`config.mk`:
```
export PLATFORM = sky130hd
export DESIGN_NAME = ssdq_ctrl
export DESIGN_NICKNAME = d
export VERILOG_FILES = /design/src/hdl/ssdq_pkg.sv /design/src/hdl/ssdq_ctrl.sv
export SDC_FILE = /design/constraint.sdc
export NUM_CORES = 1
export LEC_CHECK = 0
export ABC_AREA = 1
export ABC_CLOCK_PERIOD_IN_PS = 2200
export BUFFER_PORTS_ARGS = -buffer_cell sky130_fd_sc_hd__buf_4
export CORE_MARGIN = 2
export CORE_UTILIZATION = 46
export CTS_CLUSTER_DIAMETER = 40
export DETAILED_ROUTE_END_ITERATION = 8
export GPL_ROUTABILITY_DRIVEN = 0
export GPL_TIMING_DRIVEN = 0
export PLACE_DENSITY = 0.82
export SYNTH_ARGS = -nofsm -noshare
export SYNTH_HDL_FRONTEND = slang
export SYNTH_SLANG_ARGS = --single-unit
```
`constraint.sdc`:
```
create_clock -name aclk -period 2.2 [get_ports aclk]
set_input_delay 0.11 -clock aclk [delete_from_list [all_inputs] [get_ports aclk]]
set_output_delay 0.11 -clock aclk [all_outputs]
set_load 0.005 [all_outputs]
```
`src/hdl/ssdq_pkg.sv`:
```
// Shared types and codes for the size-sorted download queue.
package ssdq_pkg;

    typedef enum logic [2:0] {
        OP_CLEAR  = 3'd0,
        OP_FIRST  = 3'd1,
        OP_NEXT   = 3'd2,
        OP_INSERT = 3'd3,
        OP_MOVE   = 3'd4,
        OP_REMOVE = 3'd5
    } op_t;

    typedef enum logic [3:0] {
        S_IDLE,
        S_DECODE,
        S_FETCH,
        S_SCAN_RD,
        S_SCAN_CMP,
        S_SHU_RD,
        S_SHU_WR,
        S_PLACE,
        S_SHD_RD,
        S_SHD_WR,
        S_DONE
    } state_t;

    typedef enum logic [2:0] {
        IDX_HOLD,
        IDX_START,
        IDX_INC,
        IDX_DEC,
        IDX_COUNT
    } idx_op_t;

    typedef enum logic [1:0] {
        LO_HOLD,
        LO_IDX,
        LO_CURSOR
    } lo_op_t;

    typedef enum logic [1:0] {
        RD_IDX,
        RD_DN,
        RD_UP
    } rd_sel_t;

    typedef enum logic {
        WR_SHIFT,
        WR_PLACE
    } wr_sel_t;

    typedef enum logic [1:0] {
        CNT_HOLD,
        CNT_CLEAR,
        CNT_INC,
        CNT_DEC
    } cnt_op_t;

    typedef enum logic [1:0] {
        CUR_HOLD,
        CUR_CLEAR,
        CUR_NEXT
    } cur_op_t;

    typedef struct packed {
        logic [30:0] id;
        logic [31:0] size;
    } entry_t;

    typedef struct packed {
        logic    load_in;
        idx_op_t idx_op;
        lo_op_t  lo_op;
        logic    save_size;
        logic    rd_en;
        rd_sel_t rd_sel;
        logic    wr_en;
        wr_sel_t wr_sel;
        cnt_op_t cnt_op;
        cur_op_t cur_op;
        logic    set_valid;
        logic    set_found;
        logic    set_ovf;
        logic    out_load;
    } cmd_t;

    typedef struct packed {
        logic [2:0] func;
        logic       idx_lt_count;
        logic       idx_up_lt_count;
        logic       idx_eq_lo;
        logic       hit;
        logic       full;
        logic       out_free;
    } status_t;

endpackage

```
`src/hdl/ssdq_ctrl.sv`:
```
// Sequencing state machine for the size-sorted download queue.
module ssdq_ctrl (
    input  logic              aclk,
    input  logic              aresetn,
    input  logic              s_valid,
    output logic              s_ready,
    input  ssdq_pkg::status_t stat,
    output ssdq_pkg::cmd_t    cmd
);
    import ssdq_pkg::*;

    state_t state_reg;
    state_t state_next;

    always_ff @(posedge aclk) begin
        if (!aresetn) begin
            state_reg <= S_IDLE;
        end else begin
            state_reg <= state_next;
        end
    end

    always_comb begin
        state_next = state_reg;
        case (state_reg)
            S_IDLE: begin
                if (s_valid) begin
                    state_next = S_DECODE;
                end
            end
            S_DECODE: begin
                case (stat.func)
                    OP_FIRST, OP_NEXT: state_next = S_FETCH;
                    OP_INSERT:         state_next = stat.full ? S_DONE : S_SCAN_RD;
                    OP_MOVE, OP_REMOVE: state_next = S_SCAN_RD;
                    default:           state_next = S_DONE;
                endcase
            end
            S_FETCH: state_next = S_DONE;
            S_SCAN_RD: begin
                if (stat.idx_lt_count) begin
                    state_next = S_SCAN_CMP;
                end else if (stat.func == OP_INSERT) begin
                    state_next = S_SHU_RD;
                end else begin
                    state_next = S_DONE;
                end
            end
            S_SCAN_CMP: begin
                if (stat.hit) begin
                    state_next = (stat.func == OP_REMOVE) ? S_SHD_RD : S_SHU_RD;
                end else begin
                    state_next = S_SCAN_RD;
                end
            end
            S_SHU_RD: state_next = stat.idx_eq_lo ? S_PLACE : S_SHU_WR;
            S_SHU_WR: state_next = S_SHU_RD;
            S_PLACE:  state_next = S_DONE;
            S_SHD_RD: state_next = stat.idx_up_lt_count ? S_SHD_WR : S_DONE;
            S_SHD_WR: state_next = S_SHD_RD;
            S_DONE: begin
                if (stat.out_free) begin
                    state_next = S_IDLE;
                end
            end
            default: state_next = S_IDLE;
        endcase
    end

    always_comb begin
        s_ready       = 1'b0;
        cmd           = '0;
        cmd.idx_op    = IDX_HOLD;
        cmd.lo_op     = LO_HOLD;
        cmd.rd_sel    = RD_IDX;
        cmd.wr_sel    = WR_SHIFT;
        cmd.cnt_op    = CNT_HOLD;
        cmd.cur_op    = CUR_HOLD;
        case (state_reg)
            S_IDLE: begin
                s_ready     = 1'b1;
                cmd.load_in = s_valid;
            end
            S_DECODE: begin
                cmd.idx_op = IDX_START;
                if (stat.func == OP_CLEAR) begin
                    cmd.cnt_op = CNT_CLEAR;
                    cmd.cur_op = CUR_CLEAR;
                end
                if (stat.func == OP_INSERT && stat.full) begin
                    cmd.set_ovf = 1'b1;
                end
            end
            S_FETCH: begin
                if (stat.idx_lt_count) begin
                    cmd.rd_en     = 1'b1;
                    cmd.set_valid = 1'b1;
                    cmd.cur_op    = CUR_NEXT;
                end
            end
            S_SCAN_RD: begin
                if (stat.idx_lt_count) begin
                    cmd.rd_en = 1'b1;
                end else if (stat.func == OP_INSERT) begin
                    // No larger entry: the new one goes at the end.
                    cmd.lo_op  = LO_IDX;
                    cmd.idx_op = IDX_COUNT;
                end
            end
            S_SCAN_CMP: begin
                if (stat.hit) begin
                    if (stat.func == OP_INSERT) begin
                        cmd.lo_op  = LO_IDX;
                        cmd.idx_op = IDX_COUNT;
                    end else begin
                        cmd.set_found = 1'b1;
                        if (stat.func == OP_MOVE) begin
                            cmd.lo_op     = LO_CURSOR;
                            cmd.save_size = 1'b1;
                        end
                    end
                end else begin
                    cmd.idx_op = IDX_INC;
                end
            end
            S_SHU_RD: begin
                if (!stat.idx_eq_lo) begin
                    cmd.rd_en  = 1'b1;
                    cmd.rd_sel = RD_DN;
                end
            end
            S_SHU_WR: begin
                cmd.wr_en  = 1'b1;
                cmd.wr_sel = WR_SHIFT;
                cmd.idx_op = IDX_DEC;
            end
            S_PLACE: begin
                cmd.wr_en  = 1'b1;
                cmd.wr_sel = WR_PLACE;
                if (stat.func == OP_INSERT) begin
                    cmd.cnt_op = CNT_INC;
                end
            end
            S_SHD_RD: begin
                if (stat.idx_up_lt_count) begin
                    cmd.rd_en  = 1'b1;
                    cmd.rd_sel = RD_UP;
                end else begin
                    cmd.cnt_op = CNT_DEC;
                end
            end
            S_SHD_WR: begin
                cmd.wr_en  = 1'b1;
                cmd.wr_sel = WR_SHIFT;
                cmd.idx_op = IDX_INC;
            end
            S_DONE: begin
                cmd.out_load = stat.out_free;
            end
            default: begin
                s_ready = 1'b0;
            end
        endcase
    end

endmodule

```
# Word-level counts from Yosys, hierarchy flattened
# Index checks and enable logic that the tools add are counted.
[totals]
input_bits = 12
out_inout_bits = 21
regBits = 4
elab_cells = 70
[classes]
n_mux = 43
eq_ne = 17
reduce_logical = 9
[ops]
columns = ["operator", "count"]
rows = [
  ["case mux 4 bit (10 select lines)", 1],
  ["2-to-1 mux 4 bit", 7],
  ["2-to-1 mux 3 bit", 8],
  ["== test 4 x 3 -> 1 bit (second input constant)", 4],
  ["case mux 2 bit (2 select lines)", 4],
  ["case mux 3 bit (5 select lines)", 1],
  ["2-to-1 mux 1 bit", 13],
  ["== test 4 bit (second input constant)", 3],
  ["case mux 4 bit (3 select lines)", 1],
  ["2-to-1 mux 5 bit", 2],
  ["OR reduction 2 bit", 5],
  ["== test 4 x 2 -> 1 bit (second input constant)", 2],
  ["2-to-1 mux 2 bit", 4],
  ["== test 3 x 2 -> 1 bit (second input constant)", 2],
  ["== test 3 bit (second input constant)", 2],
  ["case mux 2 bit (3 select lines)", 1],
  ["== test 4 x 1 -> 1 bit (second input constant)", 1],
  ["logical NOT 4 bit", 1],
  ["!= test 2 bit (second input constant)", 2],
  ["== test 3 x 1 -> 1 bit (second input constant)", 1],
  ["logical NOT 3 bit", 1],
  ["case mux 1 bit (3 select lines)", 1],
  ["AND reduction 2 bit", 1],
  ["logical AND 1 bit", 1],
]

# Logic depth before layout (Yosys ltp)
# Gate-level depths: netlist of the first run.
[depth]
word_depth = 5
ltp_mapped = 9
ltp_nobuf = 9

# Least setup slack after synthesis of the first run
# No wires, ideal clock.
[synth_timing]
kind = "register to register"
startpoint = "register state_reg[3]"
endpoint = "register state_reg[3]"
arrival_time_ns = 0.964
required_ns = 2.091
setup_slack_ns = 1.127
path_stages_with_launch = 10
synth_period_minus_slack_ns = 1.073
setup_ns = 0.109
path_buffers = 0
path_cell_list = "dfxtp_1 > inv_1 > nand2_1 > nor2_2 > nand3_1 > nand2_1 > nor2_1 > nand3_1 > nand2_1 > inv_1"
[synth_between]
elab_chain_len = 3
word_cells_on_any_way = 16
classes_between = "12 x eq/ne; 1 x mux; 3 x reduce/logical"
[synth_rtl]
columns = ["element", "line", "rtl"]
rows = [
  ["start: declaration", "ssdq_ctrl.sv:12", "state_t state_reg;"],
  ["start signal: assignment", "ssdq_ctrl.sv:19", "state_reg <= state_next;"],
  ["== test 4 x 2 -> 1 bit (tied with other cells)", "ssdq_ctrl.sv:25", "case (state_reg)"],
  ["OR reduction 2 bit (no source line) or != test 2 bit (tied branches)", "-", ""],
  ["case mux 4 bit (10 select lines) or AND reduction 2 bit (tied branches)", "-", ""],
]
# Parallel ways exist; a longest one is shown, timed or not.
# A chain may end at the register's enable or synchronous reset.

==> results.tsv, run 1 <==
metric	value	unit
final core occ	0.752	
placed insts	157	
drt total wl	1710	µm
Vias	820	
CTS root buffer	clkbuf_4	
Power Density	889	nW/µm²
I/O pin count	33	
LEAKAGE	0.526	nW
Max clock buf depth	2	
RSZ-0062 raised after global routing	no	
setup TNS	0	ns
area share of the largest cell type after synthesis	0.143	
Synth cell types	19	
initial DRC count	26	
commonest non-fill, non-tap cell in the layout	buf_4	
HP Start	aresetn	
initial antenna violation count	0	
register area share after synthesis	0.134	
Setup Buffers After CTS	0	
Row Count	12	
Worst Hold End	state_reg[1]$_SDFFE_PN0P_	
drt pass-1 iters	4	
r2r setup slk	0.96	ns
worst vdd ir	517	µV
Warnings, synthesis	0	
Syn Nets	124	
pin count of the biggest net entering global routing	9	
setup violators final	0	
R2R Path End	state_reg[3]$_SDFFE_PN0P_	
Routed Antenna Nets	0	
average size of a mapped cell	5.33	µm²
Die H	40.0	µm
crit start category	flop	
fmax	655	MHz
share of cells above drive strength 1	0.342	
Slew @ Worst Pin	0.291	ns
DR WL/cell	10.7	µm
Slew headroom	0.806	
r2r startpoint	state_reg[1]$_SDFFE_PN0P_	
Sink Count	4	
hold depth	3	
Via-to-Cell Ratio	5.13	
Horiz. Die Dim	40.0	µm
Layout Skew	0.0119	ns
n_diodes	0	
max-capacitance violation count	0	
CTS H-Tree Depth	1	
Crit path arrival time	1.42	ns
total track usage	0.237	
Tightest Hold Check Type	input port to flop	
TritonCTS buffer count	3	
CTS tree	done	
worst-case reg-to-reg path depth	9	
Synth area leader	nand3_1	
Detailed Place HPWL	1390	µm
ranking of synthesized cells by area	nand3_1 (14%), dfxtp_1 (13%), nand2_1 (13%)	
vias in the first global route	643	
core area	1160	µm²
Syn Std Cell Area	597	µm²
first-pass GRT wire length	2570	µm
Setup CP Type	flop to primary output	
Slew Viols, Final	0	
Clock Latency Late Sink	0.25	ns
Period minus WS final	1.53	ns
total grt overflow	0	
Die ar.	1600	µm²
Area Overhead vs Synth	45.7	%
most frequent cells in the layout	buf_4 (33), nand2_1 (21), inv_1 (20)	
Hold Buf Count CTS	0	
Worst Setup End Kind	primary output	
WP data required	2.09	ns
post-route clock period utilization	0.694	
Crit Path Max Fanout	4	
initial core utilization	0.516	
Reg clk slew, reported paths	0.04	ns
non-filler cells, final	160	
Yosys reg bits	4	
Pwr Total	0.773	mW
post_cts resized	0	
NumNets Final	160	
DRC viols	0	
status	finished, final reports clean	
Mapped Cells	112	
Fin. Hold Viols	0	
input/output buffers	31	
max reg flops	4	
synthesized netlist by cell type (all sizes together):
cell type	instances
a31oi	1
buf	2
clkinv	1
dfxtp	4
inv	22
nand2	24
nand3	19
nor2	25
nor3	3
o211ai	1
o21ai	7
o21bai	1
o22ai	2
per-stage QoR:
| step | setup WS [ns] | cell area [µm²] | hold slack, ns |
|---|---|---|---|
| 3_5_place_dp | 0.941 | 847 | 0.326 |
| 3_3_place_gp | 0.956 | 847 | 0.320 |
| 2_1_floorplan | 1.13 | 597 | 0.208 |
| 5_1_grt | 0.547 | 870 | 0.0794 |
| 6_report | 0.674 | 870 | 0.0683 |
| 4_1_cts | 0.681 | 870 | 0.0750 |
layer usage:
layer | wire length (µm) | global-route usage
met5 | 0 | 0
met3 | 168 | 0.0500
met4 | 25 | 0.0776
met1 | 724 | 0.300
met2 | 788 | 0.391
layout make-up:
cell class                 count  area, µm²
fill                         104        287
multi-input combinational     83        415
timing repair buffer          31        233
tap                           14       17.5
sequential                     4       80.1
inverter                      23       86.3
buffer                         2       15.0
clock buffer                   3       22.5
worst max-delay path, cell delays in order (launching register included):
cell	delay [ns]
dfxtp_1	0.38
inv_1	0.10
nor2_2	0.16
nand2_1	0.13
nor2_1	0.17
buf_4	0.13
buf_4	0.09
cells by family (layout without fill, tap and decap cells):
kind of cell           Yosys count  in the layout  synth area share
AOI/OAI and AO/OA               12             12             0.115
DFF                              4              4             0.134
and+or+nand+nor                 71             71             0.581
buffers and inverters           25             59             0.170
worst max path at each step:
stage                                    from  slack, ns                        end
floorplan           state_reg[3]$_SDFFE_PN0P_       1.13  state_reg[3]$_SDFFE_PN0P_
global placement    state_reg[3]$_SDFFE_PN0P_       0.96                     cmd[7]
global route        state_reg[3]$_SDFFE_PN0P_       0.55                     cmd[6]
CTS                 state_reg[1]$_SDFFE_PN0P_       0.68                     cmd[5]
finish              state_reg[1]$_SDFFE_PN0P_       0.67                     cmd[5]
detailed placement  state_reg[3]$_SDFFE_PN0P_       0.94                     cmd[7]
where the power goes:
part | switching, mW | internal [mW]
clock | 0.0362 | 0.0614
combinational | 0.310 | 0.229
sequential | 0.0355 | 0.101
total | 0.382 | 0.392
Power figures use the tool's default switching activity.
==> run 2, diff against run 1 <==
Settings changed: ABC_AREA 1 to 0, ABC_CLOCK_PERIOD_IN_PS 2200 to 1300, CORE_UTILIZATION 46 to 38, PLACE_DENSITY 0.82 to 0.74.
Clock period 2.2 ns to 1.3 ns, I/O delays scaled along.
==> run 2 against run 1 <==
Against the previous run:
- highest routed layer unchanged
- die area is 15% higher
- power grew 120%
- sequential share of layout area decreased by 1.2 points
- routed wire length increased by 30%
- via count is 8.9% higher
- the run now ends with negative setup slack left
- largest power group unchanged
==> results.tsv, run 2 <==
metric	value	unit	change
Layout Skew	0.0000801	ns	-0.0119 ns
Max clock buf depth	2		unchanged
asr flop ratio synth	0		unchanged
Comb pwr share	0.775		+0.077
Reg clk slew, reported paths	0.03	ns	about the same
max reg flops	4		unchanged
area share of the largest cell type after synthesis	0.139		-0.00373
DRC viols	0		unchanged
most frequent cells in the layout	buf_4 (44), nand2_1 (7), nand2b_1 (5)		
Tightest Hold Check Type	input port to flop		
Sink Count	4		unchanged
total track usage	0.211		-0.0254
CTS tree	done		
worst setup path start	state_reg[0]$_SDFFE_PN0P_		
fmax	646	MHz	
Hold Buf Count CTS	0		unchanged
Die ar.	1850	µm²	+15%
Setup CP Type	flop to primary output		
Area Overhead vs Synth	83.9	%	
setup violators final	21		+21
TritonCTS buffer count	3		unchanged
Worst Setup End Kind	primary output		
first-pass GRT wire length	2980	µm	+16%
Slew headroom	0.814		+0.00838
Mapped Cells	88		-21%
Power Density	1640	nW/µm²	+84%
Die H	43.0	µm	+7.3%
final worst-path setup slack	-0.249	ns	-0.923 ns
Syn Std Cell Area	577	µm²	-3.4%
Placed Area	837	µm²	-1.2%
LEAKAGE	0.485	nW	-7.9%
ranking of synthesized cells by area	dfxtp_1 (14%), nand2_1 (5.9%), nand2b_1 (5.4%)		
Syn Nets	100		-19%
Clock Latency Late Sink	0.23	ns	-0.02 ns
Routed Antenna Nets	0		unchanged
Pwr Total	1.74	mW	+120%
core area	1470	µm²	+27%
initial antenna violation count	0		unchanged
Vias	893		+8.9%
post-route cell area	1060	µm²	+22%
Row Count	14		+2
input/output buffers	32		+3.2%
register area share after synthesis	0.139		+0.00466
Crit Path Max Fanout	7		+3
total grt overflow	0		unchanged
Slew Viols, Final	0		unchanged
RSZ-0062 raised after global routing	yes		
count leader, synth	nand2_1		
Pint	0.958	mW	+140%
WP data required	1.24	ns	-0.85 ns
crit start category	flop		
post-route clock period utilization	1.19		
NumNets Final	149		-6.9%
Synth cell types	33		+14
Via-to-Cell Ratio	5.91		+15%
HP Start	aresetn		
pin count of the biggest net entering global routing	11		+2
Period minus WS final	1.55	ns	
Yosys reg bits	4		unchanged
r2r startpoint	state_reg[0]$_SDFFE_PN0P_		
share of cells above drive strength 1	0.541		+0.198
commonest non-fill, non-tap cell in the layout	buf_4		
max-capacitance violation count	0		unchanged
Synth top cells by count	nand2_1 (9), nor2_1 (8), nor3_1 (6), o21ai_0 (6)		
CTS H-Tree Depth	1		unchanged
drt total wl	2210	µm	+30%
switch share	0.448		-0.0452
DR WL/cell	14.6	µm	+37%
worst vdd ir	1210	µV	+130%
n_diodes	0		unchanged
CTS root buffer	clkbuf_4		
I/O pin count	33		unchanged
Detailed Place HPWL	1460	µm	+5.2%
Warnings, synthesis	0		unchanged
average size of a mapped cell	6.55	µm²	+23%
dominant synthesized flop cell	dfxtp_1		
Crit path arrival time	1.48	ns	+0.06 ns
Horiz. Die Dim	43.0	µm	+7.3%
sequential power share	0.139		-0.037
status	complete, but fails checks		
Synth area leader	dfxtp_1		
Net Switching	0.779	mW	+100%
EDFF count, synth	0		unchanged
vias in the first global route	717		+12%
violated checks	negative setup slack		
drt pass-1 iters	4		unchanged
Clock power frac	0.086		-0.040
initial core utilization	0.392		-0.124
initial DRC count	35		+35%
Fin. Hold Viols	0		unchanged
Slew @ Worst Pin	0.279	ns	-0.0126 ns
[run 2: layout make-up]
type                            count  area (µm²)
Timing Repair Buffer               44         334
Buffer                              5        56.3
Tap cell                           16        20.0
Clock buffer                        3        22.5
Fill cell                         107         410
Sequential cell                     4        85.1
Multi-Input combinational cell     74         519
Inverter                            5        23.8
[run 2: layer usage]
metal / vias to the layer above / GRT usage / share of wire
met5: - / 0 / 0
met4: 0 / 0.0909 / 0.024
met3: 8 / 0.0298 / 0.078
met2: 53 / 0.382 / 0.48
met1: 411 / 0.243 / 0.41
li1: 421 / - / -
[run 2: power by group through the flow]
stage	clock network (mW)	logic [mW]	registers (mW)
final	0.150	1.35	0.241
after global routing	0.159	1.44	0.244
after CTS	0.154	1.11	0.233
after detailed placement	0	0.933	0.214
after global placement	0	0.919	0.212
after floorplan	0	0.583	0.201
[run 2: final timing paths]
kind                                                  end  slack [ns]  depth (start not counted)
worst min register to register  state_reg[2]$_SDFFE_PN0P_        0.63                          2
worst min-delay path            state_reg[3]$_SDFFE_PN0P_        0.06                          2
worst max register to register  state_reg[0]$_SDFFE_PN0P_       -0.08                          4
worst max-delay path                              cmd[18]       -0.25                          4
[run 2: logic make-up (layout without fill, tap and decap cells)]
kind of cell,after synthesis,after routing,share of synthesized area
compound gates,30,30,0.358
simple gates,44,44,0.403
buf+inv,10,57,0.0998
flops,4,4,0.139
[run 2: critical path: stages, from the launching register on]
cell     delay [ns]
dfxtp_4        0.38
nand2_2        0.06
or4_4          0.55
a21oi_2        0.14
buf_4          0.12
[run 2: stage by stage]
| stage | hold WS [ns] | utilization | setup slack, ns | setup TNS [ns] | std cells |
|---|---|---|---|---|---|
| global placement | 0.297 | 0.569 | -0.149 | -0.704 | 136 |
| finish | 0.0629 | 0.721 | -0.249 | -2.52 | 151 |
| floorplan | 0.166 | - | 0.00516 | 0 | 88 |
| detailed placement | 0.304 | 0.569 | -0.150 | -0.881 | 136 |
| CTS | 0.0643 | 0.646 | -0.229 | -1.99 | 143 |
| global route | 0.0782 | 0.721 | -0.283 | -3.83 | 151 |
[run 2: timing repair]
item | in CTS | in global routing
setup endpoints to repair | 24 | 23
gates resized for setup | 20 | 17
buffers inserted | 4 | 8
pin swaps | 4 | 5
